[src/rws_pkg.sv]
// Shared types and constants for the roulette wheel selector.
// Item and result payloads, controller/datapath command and status structs.
// No dependencies.
`default_nettype none

package rws_pkg;

    localparam int POP_MAX_DEF = 256;
    localparam int SUM_W       = 40;
    localparam int FIT_W       = 32;
    localparam int FRAC_W      = 16;
    localparam int INDEX_W     = 8;

    // Opcodes; the fourth code does nothing and returns an ok result
    localparam logic [1:0] OP_CLEAR  = 2'd0;
    localparam logic [1:0] OP_APPEND = 2'd1;
    localparam logic [1:0] OP_SELECT = 2'd2;

    // Result status codes
    localparam logic [1:0] ST_OK    = 2'd0;
    localparam logic [1:0] ST_EMPTY = 2'd1;
    localparam logic [1:0] ST_FULL  = 2'd2;

    typedef struct packed {
        logic [1:0]        opcode;
        logic [FIT_W-1:0]  fitness;
        logic [FRAC_W-1:0] random_fraction;
    } rws_item_t;

    typedef struct packed {
        logic [INDEX_W-1:0] selected_index;
        logic [1:0]         status;
    } rws_result_t;

    // Commands from the controller to the datapath
    typedef struct packed {
        logic load;    // latch the accepted item
        logic exec;    // clear, append, or write a short result
        logic mul;     // form the two partial products of the draw
        logic init;    // form the target and open the search window
        logic rd;      // read the entry at the window midpoint
        logic cmp;     // narrow the window against the read entry
        logic finish;  // write the search result
    } rws_cmd_t;

    // Status from the datapath to the controller
    typedef struct packed {
        logic [1:0] op;
        logic       empty;
        logic       search_end;
    } rws_stat_t;

endpackage

`default_nettype wire

[src/rws_ctrl.sv]
// Controller state machine for the roulette wheel selector.
// Sequences the datapath through execute, multiply and binary search.
// Depends on rws_pkg.
`default_nettype none

module rws_ctrl (
    input  wire logic               clk,
    input  wire logic               rst_n,
    input  wire logic               start,
    output logic                    busy,
    output logic                    done,
    output rws_pkg::rws_cmd_t       cmd,
    input  wire rws_pkg::rws_stat_t stat
);
    import rws_pkg::*;

    typedef enum logic [2:0] {
        S_IDLE,
        S_EXEC,
        S_MUL,
        S_INIT,
        S_RD,
        S_CMP
    } state_t;

    state_t state_reg, state_next;
    logic   done_reg, done_next;

    always_comb
    begin
        state_next = state_reg;
        done_next  = 1'b0;
        cmd        = '0;
        case (state_reg)
            S_IDLE:
            begin
                if (start)
                begin
                    cmd.load   = 1'b1;
                    state_next = S_EXEC;
                end
            end
            S_EXEC:
            begin
                cmd.exec = 1'b1;
                if (stat.op == OP_SELECT && !stat.empty)
                begin
                    state_next = S_MUL;
                end
                else
                begin
                    done_next  = 1'b1;
                    state_next = S_IDLE;
                end
            end
            S_MUL:
            begin
                cmd.mul    = 1'b1;
                state_next = S_INIT;
            end
            S_INIT:
            begin
                cmd.init   = 1'b1;
                state_next = S_RD;
            end
            S_RD:
            begin
                // window closed: the lower bound is the answer
                if (stat.search_end)
                begin
                    cmd.finish = 1'b1;
                    done_next  = 1'b1;
                    state_next = S_IDLE;
                end
                else
                begin
                    cmd.rd     = 1'b1;
                    state_next = S_CMP;
                end
            end
            S_CMP:
            begin
                cmd.cmp    = 1'b1;
                state_next = S_RD;
            end
            default:
            begin
                state_next = S_IDLE;
            end
        endcase
    end

    always_ff @(posedge clk or negedge rst_n)
    begin
        if (!rst_n)
        begin
            state_reg <= S_IDLE;
            done_reg  <= 1'b0;
        end
        else
        begin
            state_reg <= state_next;
            done_reg  <= done_next;
        end
    end

    assign busy = (state_reg != S_IDLE);
    assign done = done_reg;

`ifndef ASSERT_OFF
    a_accept_to_exec: assert property (@(posedge clk) disable iff (!rst_n)
        (start && state_reg == S_IDLE) |=> (state_reg == S_EXEC))
        else $error("accepted transfer did not reach execute");

    a_done_when_idle: assert property (@(posedge clk) disable iff (!rst_n)
        done_reg |-> (state_reg == S_IDLE))
        else $error("result strobe while still busy");
`endif

endmodule

`default_nettype wire

[config.mk]
export PLATFORM = sky130hd
export DESIGN_NAME = rws_ctrl
export DESIGN_NICKNAME = d
export VERILOG_FILES = /design/src/rws_pkg.sv /design/src/rws_ctrl.sv
export SDC_FILE = /design/constraint.sdc
export NUM_CORES = 1
export LEC_CHECK = 0
export ABC_CLOCK_PERIOD_IN_PS = 1130
export BUFFER_PORTS_ARGS = -buffer_cell sky130_fd_sc_hd__buf_2
export CAP_MARGIN = 20
export CORE_AREA = 2 2 39 41
export DETAILED_ROUTE_END_ITERATION = 8
export DIE_AREA = 0 0 41 43
export PLACE_DENSITY_LB_ADDON = 0.2
export SYNTH_ARGS = -nofsm -noshare
export SYNTH_HDL_FRONTEND = slang
export SYNTH_SLANG_ARGS = --single-unit
[constraint.sdc]
create_clock -name clk -period 1.13 [get_ports clk]
set_input_delay 0.226 -clock clk [delete_from_list [all_inputs] [get_ports clk]]
set_output_delay 0.226 -clock clk [all_outputs]
set_load 0.02 [all_outputs]
==> results of run 1 <==
==> worst max-delay path by stage <==
stage | start | end | slack (ns) | cells after the start
after floorplan | state_reg[0]$_DFFE_PN0P_ | cmd[6] | -0.15 | 3
after global placement | state_reg[2]$_DFFE_PN0P_ | cmd[6] | -0.14 | 3
after detailed placement | state_reg[1]$_DFFE_PN0P_ | cmd[5] | -0.15 | 3
after CTS | state_reg[0]$_DFFE_PN0P_ | cmd[6] | -0.37 | 3
after global routing | state_reg[2]$_DFFE_PN0P_ | cmd[5] | -0.41 | 3
final | state_reg[0]$_DFFE_PN0P_ | cmd[6] | -0.36 | 3
==> worst register-to-register path: stages (launching register included) <==
cell	delay, ns
dfrtp_1	0.40
buf_4	0.16
and3b_2	0.22
or3_1	0.34
==> through the flow <==
| stage | std cells | area [um2] | total power [mW] | setup WS (ns) |
|---|---|---|---|---|
| 4_1_cts | 66 | 484.2 | 1.420 | -0.3700 |
| 3_3_place_gp | 59 | 391.6 | 1.073 | -0.1410 |
| 6_report | 66 | 508.0 | 1.485 | -0.3609 |
| 2_1_floorplan | 24 | 274.0 | 0.8034 | -0.1491 |
| 3_5_place_dp | 59 | 391.6 | 1.065 | -0.1464 |
| 5_1_grt | 66 | 508.0 | 1.590 | -0.4130 |
==> kinds of logic after synthesis <==
| kind of cell | synth area share [%] |
|---|---|
| AO/OA/AOI/OAI | 9.848 |
| buffers and inverters | 10.88 |
| flip-flops | 41.45 |
| AND/OR/NAND/NOR | 37.82 |
==> cell type report <==
cell class	count	area, um2
fill	143	875.8
timing repair buffer	25	196.4
multi-input combinational	16	161.4
sequential	4	100.1
clock buffer	3	22.52
tap	16	20.02
inverter	2	7.507
==> what timing repair did <==
| action | CTS | global route |
|---|---|---|
| endpoints found under the hold margin | 4 | 0 |
| buffers inserted | 3 | 0 |
| pin swaps | 1 | 0 |
| gates resized for setup | 12 | 5 |
| hold buffers | 1 | 0 |
| gates cloned | 0 | 0 |
| setup endpoints to repair | 9 | 10 |
==> where the power goes <==
| part | leakage (nW) | switching [mW] | internal (mW) |
|---|---|---|---|
| registers | 0.0524 | 0.0592 | 0.208 |
| logic | 0.194 | 0.503 | 0.527 |
| clock network | 0.0138 | 0.0691 | 0.120 |
==> layer usage <==
| metal | up-vias | track usage, % | wire, um |
|---|---|---|---|
| li1 | 137 | - | - |
| met1 | 136 | 11.94 | 295 |
| met2 | 16 | 18.44 | 434 |
| met3 | 7 | 1.571 | 46 |
| met4 | 0 | 16.00 | 63 |
| met5 | - | 0 | 0 |
==> synthesized netlist by cell type <==
| master | count |
|---|---|
| o32ai_1 | 1 |
| nor2_1 | 1 |
| inv_2 | 1 |
| or3b_1 | 1 |
| nor4b_2 | 1 |
| nor3_1 | 3 |
| or3_1 | 2 |
| nor3b_1 | 2 |
| and3b_1 | 2 |
| nand2_1 | 1 |
| buf_6 | 1 |
| o21a_1 | 1 |
| a21o_1 | 1 |
| dfrtp_1 | 4 |
| buf_4 | 1 |
| inv_1 | 1 |
==> results.ini, run 1 <==
[outcome]
status = finished, violations left
violations = setup timing

[clock_tree]
cts.sinks = 4
clk-insertion-delay-late_ns = 0.24
ctsHtreeMaxLevel = 1
cts_buffers = 3
cts-root-buf = clkbuf_4
cts_tree = done
path_clk_slew_ns = 0.04
cts_buffer_depth = 2

[global_routing]
overflow = 0
grt_use_total_pct = 12.36
grt_max_degree = 6
first_global_vias = 344
grt_pass1_wl_um = 1345
antenna_found_initial = 0

[synth]
yosys-top-cells-area = dfrtp_1 41%, and3b_1 7.3%, nor3_1 6.2%, nor3b_1 6.2%, nor4b_2 6.2%
yosysWarnings = 0
synth_top_area_share_pct = 41.45
ys_types = 16
syn_area_um2 = 241.5
syn_nets = 31
seq_area_frac_synth_pct = 41.45
syn_avg_cell_area_um2 = 10.06
ys_seq_elements = 4
synth_top_area_cell = dfrtp_1
syn_inst = 24

[floorplanning]
die_y_um = 43
row_count = 14
die_x_um = 41
die_area_um2 = 1763
ios = 16
core_um2 = 1384
initial_utilization_pct = 17.45

[flow_run]
cap_violations = 0

[power_and_ir_drop]
power.leakage_nw = 0.2601
irDropWorstVdd_mv = 1.139
powerDensity_nw_per_um2 = 2924

[sta]
fin_ws_ns = -0.3609
holdWs_ns = 0.2626
tns_ns = -2.738
hold_viol_final = 0
layout_worst_path_cycle_share_pct = 131.9
rsz0062_at_grt = yes
min_period_ns = 1.491
fmax_mhz = 670.8
finalMaxSlewViolations = 0
relSlewSlack_pct = 80.89
tightest_slew_ns = 0.2861
setup_viol = 9
clock_skew_ns = 0.006004

[placement]
gp_congestion = 0.7698
hpwl_um = 570.4
portBuffers = 15

[worst_setup_path]
path_class = flop to primary output
r2r_slack_ns = -0.12
cp-end-kind = primary output
crit_path_cell_trace = or3_4 > nor2_4 > buf_6
cp-start-kind = flop
r2r.worst_path.cells = 3
max_stage_delay_ns = 0.42
reg2reg_to = state_reg[2]$_DFFE_PN0P_
required_ns = 0.90
reg2reg_from = state_reg[0]$_DFFE_PN0P_
cpMaxStageDelayCell = or3_4
cp.arrival_ns = 1.26
cp_num_buf_inv = 1
path_delay_family = simple AND/OR/NAND/NOR gates
critPathMaxFanout = 4

[route]
avgRoutedWirePerCell_um = 12.74
postRouteAntennaNets = 0
via_count = 296
dr.first_iter.drc_count = 5
drtPass1Iterations = 2
wl_um = 841
viasPerCell = 4.485
route.detailed.drc = 0

[finish]
final_cell_mix = 9 x buf_4, 8 x buf_2, 7 x buf_6
nets = 59
final_core_util_pct = 36.71
drive_above_1_share_pct = 70.00
area_growth_pct = 110.4
largest_reg_flops = 3
final_common_cell = buf_4
antenna_cells = 0

[worst_hold_path]
hold-path-cell-count = 3
min_to = done$_DFF_PN0_
hp-class = input port to flop
hold_start = stat[1]

Note: power is estimated with default switching activity, not from simulation.
==> run 2: changes to the inputs <==
--- a/config.mk
+++ b/config.mk
@@ -12,6 +12,7 @@
 export DETAILED_ROUTE_END_ITERATION = 8
 export DIE_AREA = 0 0 41 43
 export PLACE_DENSITY_LB_ADDON = 0.2
+export RECOVER_POWER = 50
 export SYNTH_ARGS = -nofsm -noshare
 export SYNTH_HDL_FRONTEND = slang
 export SYNTH_SLANG_ARGS = --single-unit
==> results.ini, run 2 (synthesized netlist as in run 1, its figures left out) <==
[finish]
final_common_cell = buf_4  ; unchanged
final_core_util_pct = 36.62  ; was 36.71%
nets = 59  ; unchanged
antenna_cells = 0  ; unchanged
final_cell_mix = 9 x buf_4, 7 x buf_2, 7 x buf_6  ; was 9 x buf_4, 8 x buf_2, 7 x buf_6
final_cells = 66  ; unchanged
drive_above_1_share_pct = 68.00  ; was 70.00%
largest_reg_flops = 3  ; unchanged
postLayoutCellArea_um2 = 506.7  ; was 508.0 um2
area_growth_pct = 109.8  ; was 110.4%

[route]
postRouteAntennaNets = 0  ; unchanged
drtPass1Iterations = 2  ; unchanged
wl_um = 838  ; was 841 um
viasPerCell = 4.470  ; was 4.485
via_count = 295  ; was 296
route.detailed.drc = 0  ; unchanged
avgRoutedWirePerCell_um = 12.70  ; was 12.74 um
dr.first_iter.drc_count = 5  ; unchanged

[floorplanning]
die_y_um = 43  ; unchanged
die_x_um = 41  ; unchanged
row_count = 14  ; unchanged
initial_utilization_pct = 17.45  ; unchanged
ios = 16  ; unchanged
core_um2 = 1384  ; unchanged
die_area_um2 = 1763  ; unchanged

[placement]
portBuffers = 15  ; unchanged
gp_congestion = 0.7698  ; unchanged
dp_slack_ns = -0.1464  ; unchanged
hpwl_um = 570.4  ; unchanged
place_inst = 59  ; unchanged
postPlaceCellArea_um2 = 391.6  ; unchanged

[global_routing]
overflow = 0  ; unchanged
grt_use_total_pct = 12.36  ; unchanged
first_global_vias = 344  ; unchanged
antenna_found_initial = 0  ; unchanged
grt_pass1_wl_um = 1345  ; unchanged
grt_max_degree = 6  ; unchanged

[worst_setup_path]
cp.arrival_ns = 1.27  ; was 1.26 ns
cp-end-kind = primary output  ; unchanged
cp-start-kind = flop  ; unchanged
r2r.worst_path.cells = 3  ; unchanged
path_class = flop to primary output  ; unchanged
required_ns = 0.90  ; about the same
critPathMaxFanout = 4  ; unchanged

[clock_tree]
cts_tree = done  ; unchanged
cts-root-buf = clkbuf_4  ; unchanged
clk-insertion-delay-late_ns = 0.24  ; about the same
cts_buffer_depth = 2  ; unchanged
ctsHtreeMaxLevel = 1  ; unchanged
cts.sinks = 4  ; unchanged
path_clk_slew_ns = 0.04  ; about the same
cts_buffers = 3  ; unchanged

[outcome]
violations = setup timing  ; unchanged
status = finished, violations left  ; unchanged

[flow_run]
cap_violations = 0  ; unchanged

[sta]
tightest_slew_ns = 0.2861  ; unchanged
setup_viol = 9  ; unchanged
min_period_ns = 1.491  ; about the same
rsz0062_at_grt = yes  ; unchanged
layout_worst_path_cycle_share_pct = 132.0  ; was 131.9%
finalMaxSlewViolations = 0  ; unchanged
relSlewSlack_pct = 80.89  ; unchanged
fmax_mhz = 670.6  ; was 670.8 MHz
fin_ws_ns = -0.3613  ; was -0.3609 ns
clock_skew_ns = 0.006002  ; was 0.006004 ns
holdWs_ns = 0.2622  ; was 0.2626 ns
hold_viol_final = 0  ; unchanged

[power_and_ir_drop]
powerDensity_nw_per_um2 = 2932  ; was 2924 nW/um2
power.leakage_nw = 0.2573  ; was 0.2601 nW
irDropWorstVdd_mv = 1.139  ; about the same

[worst_hold_path]
hold-path-cell-count = 3  ; unchanged
hp-class = input port to flop  ; unchanged

-- run 2: cell count changes in the layout (fill, tap and decap cells not counted), sizes merged --
cell	previous run	this run
buf	24	23
clkbuf	3	4
-- run 2: path summary, 6_finish.rpt --
kind	start	end	slack [ns]
max in group asynchronous	rst_n	state_reg[2]$_DFFE_PN0P_	0.57
max reg2reg	state_reg[0]$_DFFE_PN0P_	state_reg[2]$_DFFE_PN0P_	-0.12
min in group asynchronous	rst_n	done$_DFF_PN0_	0.35
min reg2reg	state_reg[2]$_DFFE_PN0P_	done$_DFF_PN0_	0.68
min	stat[1]	done$_DFF_PN0_	0.26
max	state_reg[0]$_DFFE_PN0P_	cmd[6]	-0.36
-- run 2: final cells by class --
class                   count  area [um2]
fillers                   144       877.1
repair buffers             25       195.2
multi-input cells          16       161.4
flip-flops and latches      4       100.1
clock buffers               3       22.52
well taps                  16       20.02
inverters                   2       7.507
-- run 2: metrics by stage --
step                TNS [ns]  total power [mW]
floorplan            -0.3982            0.8034
global placement     -0.6627             1.073
detailed placement   -0.5938             1.065
CTS                   -2.718             1.420
global route          -3.154             1.589
finish                -2.741             1.486
-- run 2: what timing repair did --
action / in CTS / in global routing
hold buffers: 1 / 0
setup endpoints to repair: 9 / 10
hold endpoints to repair: 4 / 0
buffers inserted: 3 / 0
pin swaps: 1 / 0
gates resized for setup: 12 / 5
-- run 2: worst max-delay path, stage by stage (launching register included) --
cell and delay [ns]:
dfrtp_1 0.40, or3_4 0.42, nor2_4 0.09, buf_6 0.12
-- run 2: report_power, final --
part / internal, mW / leakage, nW / switching [mW] / total, mW
clock: 0.120 / 0.0138 / 0.0694 / 0.189
sequential: 0.208 / 0.0524 / 0.0592 / 0.267
combinational: 0.527 / 0.191 / 0.503 / 1.03
-- run 2: metal layers --
metal,part of all wire (%),track usage [%]
met5,0,0
met4,7.5,16.00
met3,5.5,1.571
met2,53,18.44
met1,34,11.94
==> run 3: changes to the inputs <==
--- a/config.mk
+++ b/config.mk
@@ -5,7 +5,7 @@
 export SDC_FILE = /design/constraint.sdc
 export NUM_CORES = 1
 export LEC_CHECK = 0
-export ABC_CLOCK_PERIOD_IN_PS = 1130
+export ABC_CLOCK_PERIOD_IN_PS = 1280
 export BUFFER_PORTS_ARGS = -buffer_cell sky130_fd_sc_hd__buf_2
 export CAP_MARGIN = 20
 export CORE_AREA = 2 2 39 41
==> constraint.sdc (replaced) <==
create_clock -name clk -period 1.28 [get_ports clk]
set_input_delay 0.256 -clock clk [delete_from_list [all_inputs] [get_ports clk]]
set_output_delay 0.256 -clock clk [all_outputs]
set_load 0.02 [all_outputs]
==> results.ini, run 3 (synthesized netlist as in run 1, its figures left out) <==
[clock_tree]
clk-insertion-delay-late_ns = 0.24  ; about the same
cts_buffer_depth = 2  ; unchanged
ctsHtreeMaxLevel = 1  ; unchanged
cts_buffers = 3  ; unchanged
path_clk_slew_ns = 0.04  ; about the same
cts-root-buf = clkbuf_4  ; unchanged
cts.sinks = 4  ; unchanged
cts_tree = done  ; unchanged

[outcome]
status = finished, violations left  ; unchanged
violations = setup timing  ; unchanged

[floorplanning]
die_area_um2 = 1763  ; unchanged
die_x_um = 41  ; unchanged
ios = 16  ; unchanged
core_um2 = 1384  ; unchanged
initial_utilization_pct = 17.45  ; unchanged
row_count = 14  ; unchanged
die_y_um = 43  ; unchanged

[flow_run]
cap_violations = 0  ; unchanged

[sta]
setup_viol = 8  ; was 9
finalMaxSlewViolations = 0  ; unchanged
rsz0062_at_grt = yes  ; unchanged
clock_skew_ns = 0.0004231  ; was 0.006002 ns
holdWs_ns = 0.3422  ; was 0.2622 ns
fmax_mhz = 650.8
fin_ws_ns = -0.2566  ; was -0.3613 ns
hold_viol_final = 0  ; unchanged
layout_worst_path_cycle_share_pct = 120.0
min_period_ns = 1.537
tightest_slew_ns = 0.2921  ; was 0.2861 ns
relSlewSlack_pct = 80.48  ; was 80.89%

[worst_setup_path]
reg2reg_to = state_reg[0]$_DFFE_PN0P_  ; was state_reg[2]$_DFFE_PN0P_
r2r.worst_path.cells = 5  ; was 3
reg2reg_from = state_reg[2]$_DFFE_PN0P_  ; was state_reg[0]$_DFFE_PN0P_
cp.arrival_ns = 1.28  ; was 1.27 ns
worstSetupStartpoint = state_reg[0]$_DFFE_PN0P_  ; unchanged
required_ns = 1.02  ; was 0.90 ns
path_class = flop to primary output  ; unchanged
cp-end-kind = primary output  ; unchanged
cp-start-kind = flop  ; unchanged
critPathMaxFanout = 4  ; unchanged
r2r_slack_ns = 0.05  ; was -0.12 ns

[finish]
final_core_util_pct = 37.79  ; was 36.62%
area_growth_pct = 116.6  ; was 109.8%
nets = 61  ; was 59
antenna_cells = 0  ; unchanged
drive_above_1_share_pct = 73.08  ; was 68.00%
final_common_cell = buf_4  ; unchanged
largest_reg_flops = 3  ; unchanged
final_cell_mix = 10 x buf_4, 8 x buf_6, 7 x buf_2  ; was 9 x buf_4, 7 x buf_2, 7 x buf_6

[power_and_ir_drop]
power_frac_comb_pct = 69.6  ; was 69.3%
seqPwrFrac_pct = 19.0  ; was 18.0%
irDropWorstVdd_mv = 1.076  ; was 1.139 mV
p_sw_mw = 0.5621  ; was 0.6315 mW
powerDensity_nw_per_um2 = 2669  ; was 2932 nW/um2
power.internal_mw = 0.8337  ; was 0.8540 mW
switching_share_pct = 40.27  ; was 42.51%
clockPowerShare_pct = 11.4  ; was 12.7%
power.leakage_nw = 0.2696  ; was 0.2573 nW

[route]
dr.first_iter.drc_count = 1  ; was 5
drtPass1Iterations = 2  ; unchanged
via_count = 287  ; was 295
viasPerCell = 4.221  ; was 4.470
wl_um = 843  ; was 838 um
route.detailed.drc = 0  ; unchanged
postRouteAntennaNets = 0  ; unchanged
avgRoutedWirePerCell_um = 12.40  ; was 12.70 um

[global_routing]
grt_pass1_wl_um = 1400  ; was 1345 um
met1_usage_pct = 13.96  ; was 11.94%
grtUsageMet2_pct = 17.81  ; was 18.44%
gr-max-usage-layer = met2  ; unchanged
antenna_found_initial = 0  ; unchanged
grt_use_total_pct = 12.39  ; was 12.36%
first_global_vias = 309  ; was 344
grt_max_degree = 7  ; was 6
overflow = 0  ; unchanged
grt_use_met3_pct = 3.665  ; was 1.571%

[placement]
gp_congestion = 0.7509  ; was 0.7698
portBuffers = 15  ; unchanged
hpwl_um = 523.8  ; was 570.4 um

[worst_hold_path]
hold-path-cell-count = 3  ; unchanged
hold_start = stat[1]  ; unchanged
min_to = done$_DFF_PN0_  ; unchanged
hp-class = input port to flop  ; unchanged

run 3: cell count changes in the layout (fill, tap and decap cells not counted), moves of 2 or more:
cell / delta
and3b_2: -2
and3b_1: +2
dfrtp_2: +3
dfrtp_1: -3
run 3: metal layers:
metal / share of wire, % / wire (um)
met5: 0 / 0
met4: 1.2 / 10
met3: 5.0 / 42
met2: 55 / 465
met1: 38 / 324
run 3: power groups by stage:
stage | logic [mW] | clock network [mW] | registers (mW)
2_1_floorplan | 0.437 | 0 | 0.238
3_3_place_gp | 0.639 | 0 | 0.248
5_1_grt | 1.03 | 0.177 | 0.272
4_1_cts | 0.921 | 0.164 | 0.260
6_report | 0.972 | 0.159 | 0.265
3_5_place_dp | 0.641 | 0 | 0.252
run 3: final cells by class:
type	count	area (um2)
clock buffers	3	22.52
inverters	2	7.507
repair buffers	27	214.0
fillers	152	860.8
flip-flops and latches	4	103.9
multi-input cells	16	155.1
well taps	16	20.02
run 3: worst max-delay path by stage:
stage / endpoint / slack (ns)
after floorplan: cmd[6] / -0.04
after global placement: cmd[6] / -0.03
after detailed placement: cmd[6] / -0.04
after CTS: cmd[6] / -0.26
after global routing: cmd[6] / -0.30
final: cmd[6] / -0.26
run 3: metrics by stage:
stage / instance area [um2] / power [mW] / instances / worst slack (ns) / TNS, ns
after floorplan: 259.0 / 0.6748 / 24 / -0.03799 / -0.03799
after global placement: 372.9 / 0.8874 / 58 / -0.03033 / -0.04873
after detailed placement: 372.9 / 0.8926 / 58 / -0.03686 / -0.06698
after CTS: 505.5 / 1.345 / 66 / -0.2593 / -1.539
after global routing: 523.0 / 1.476 / 68 / -0.2968 / -1.844
final: 523.0 / 1.396 / 68 / -0.2566 / -1.503
run 3: repair_timing:
| item | 4_1_cts | 5_1_grt |
|---|---|---|
| cloned | 0 | 0 |
| buffers inserted | 4 | 2 |
| hold buffers | 1 | 0 |
| gates resized for setup | 21 | 1 |
| pin swaps | 3 | 2 |
| hold endpoints to repair | 4 | 0 |
| setup endpoints to repair | 8 | 9 |
run 3: worst max-delay path, cell delays in order (launching register included):
cell     delay, ns
dfrtp_2       0.43
or3_4         0.41
nor2_4        0.09
buf_6         0.12
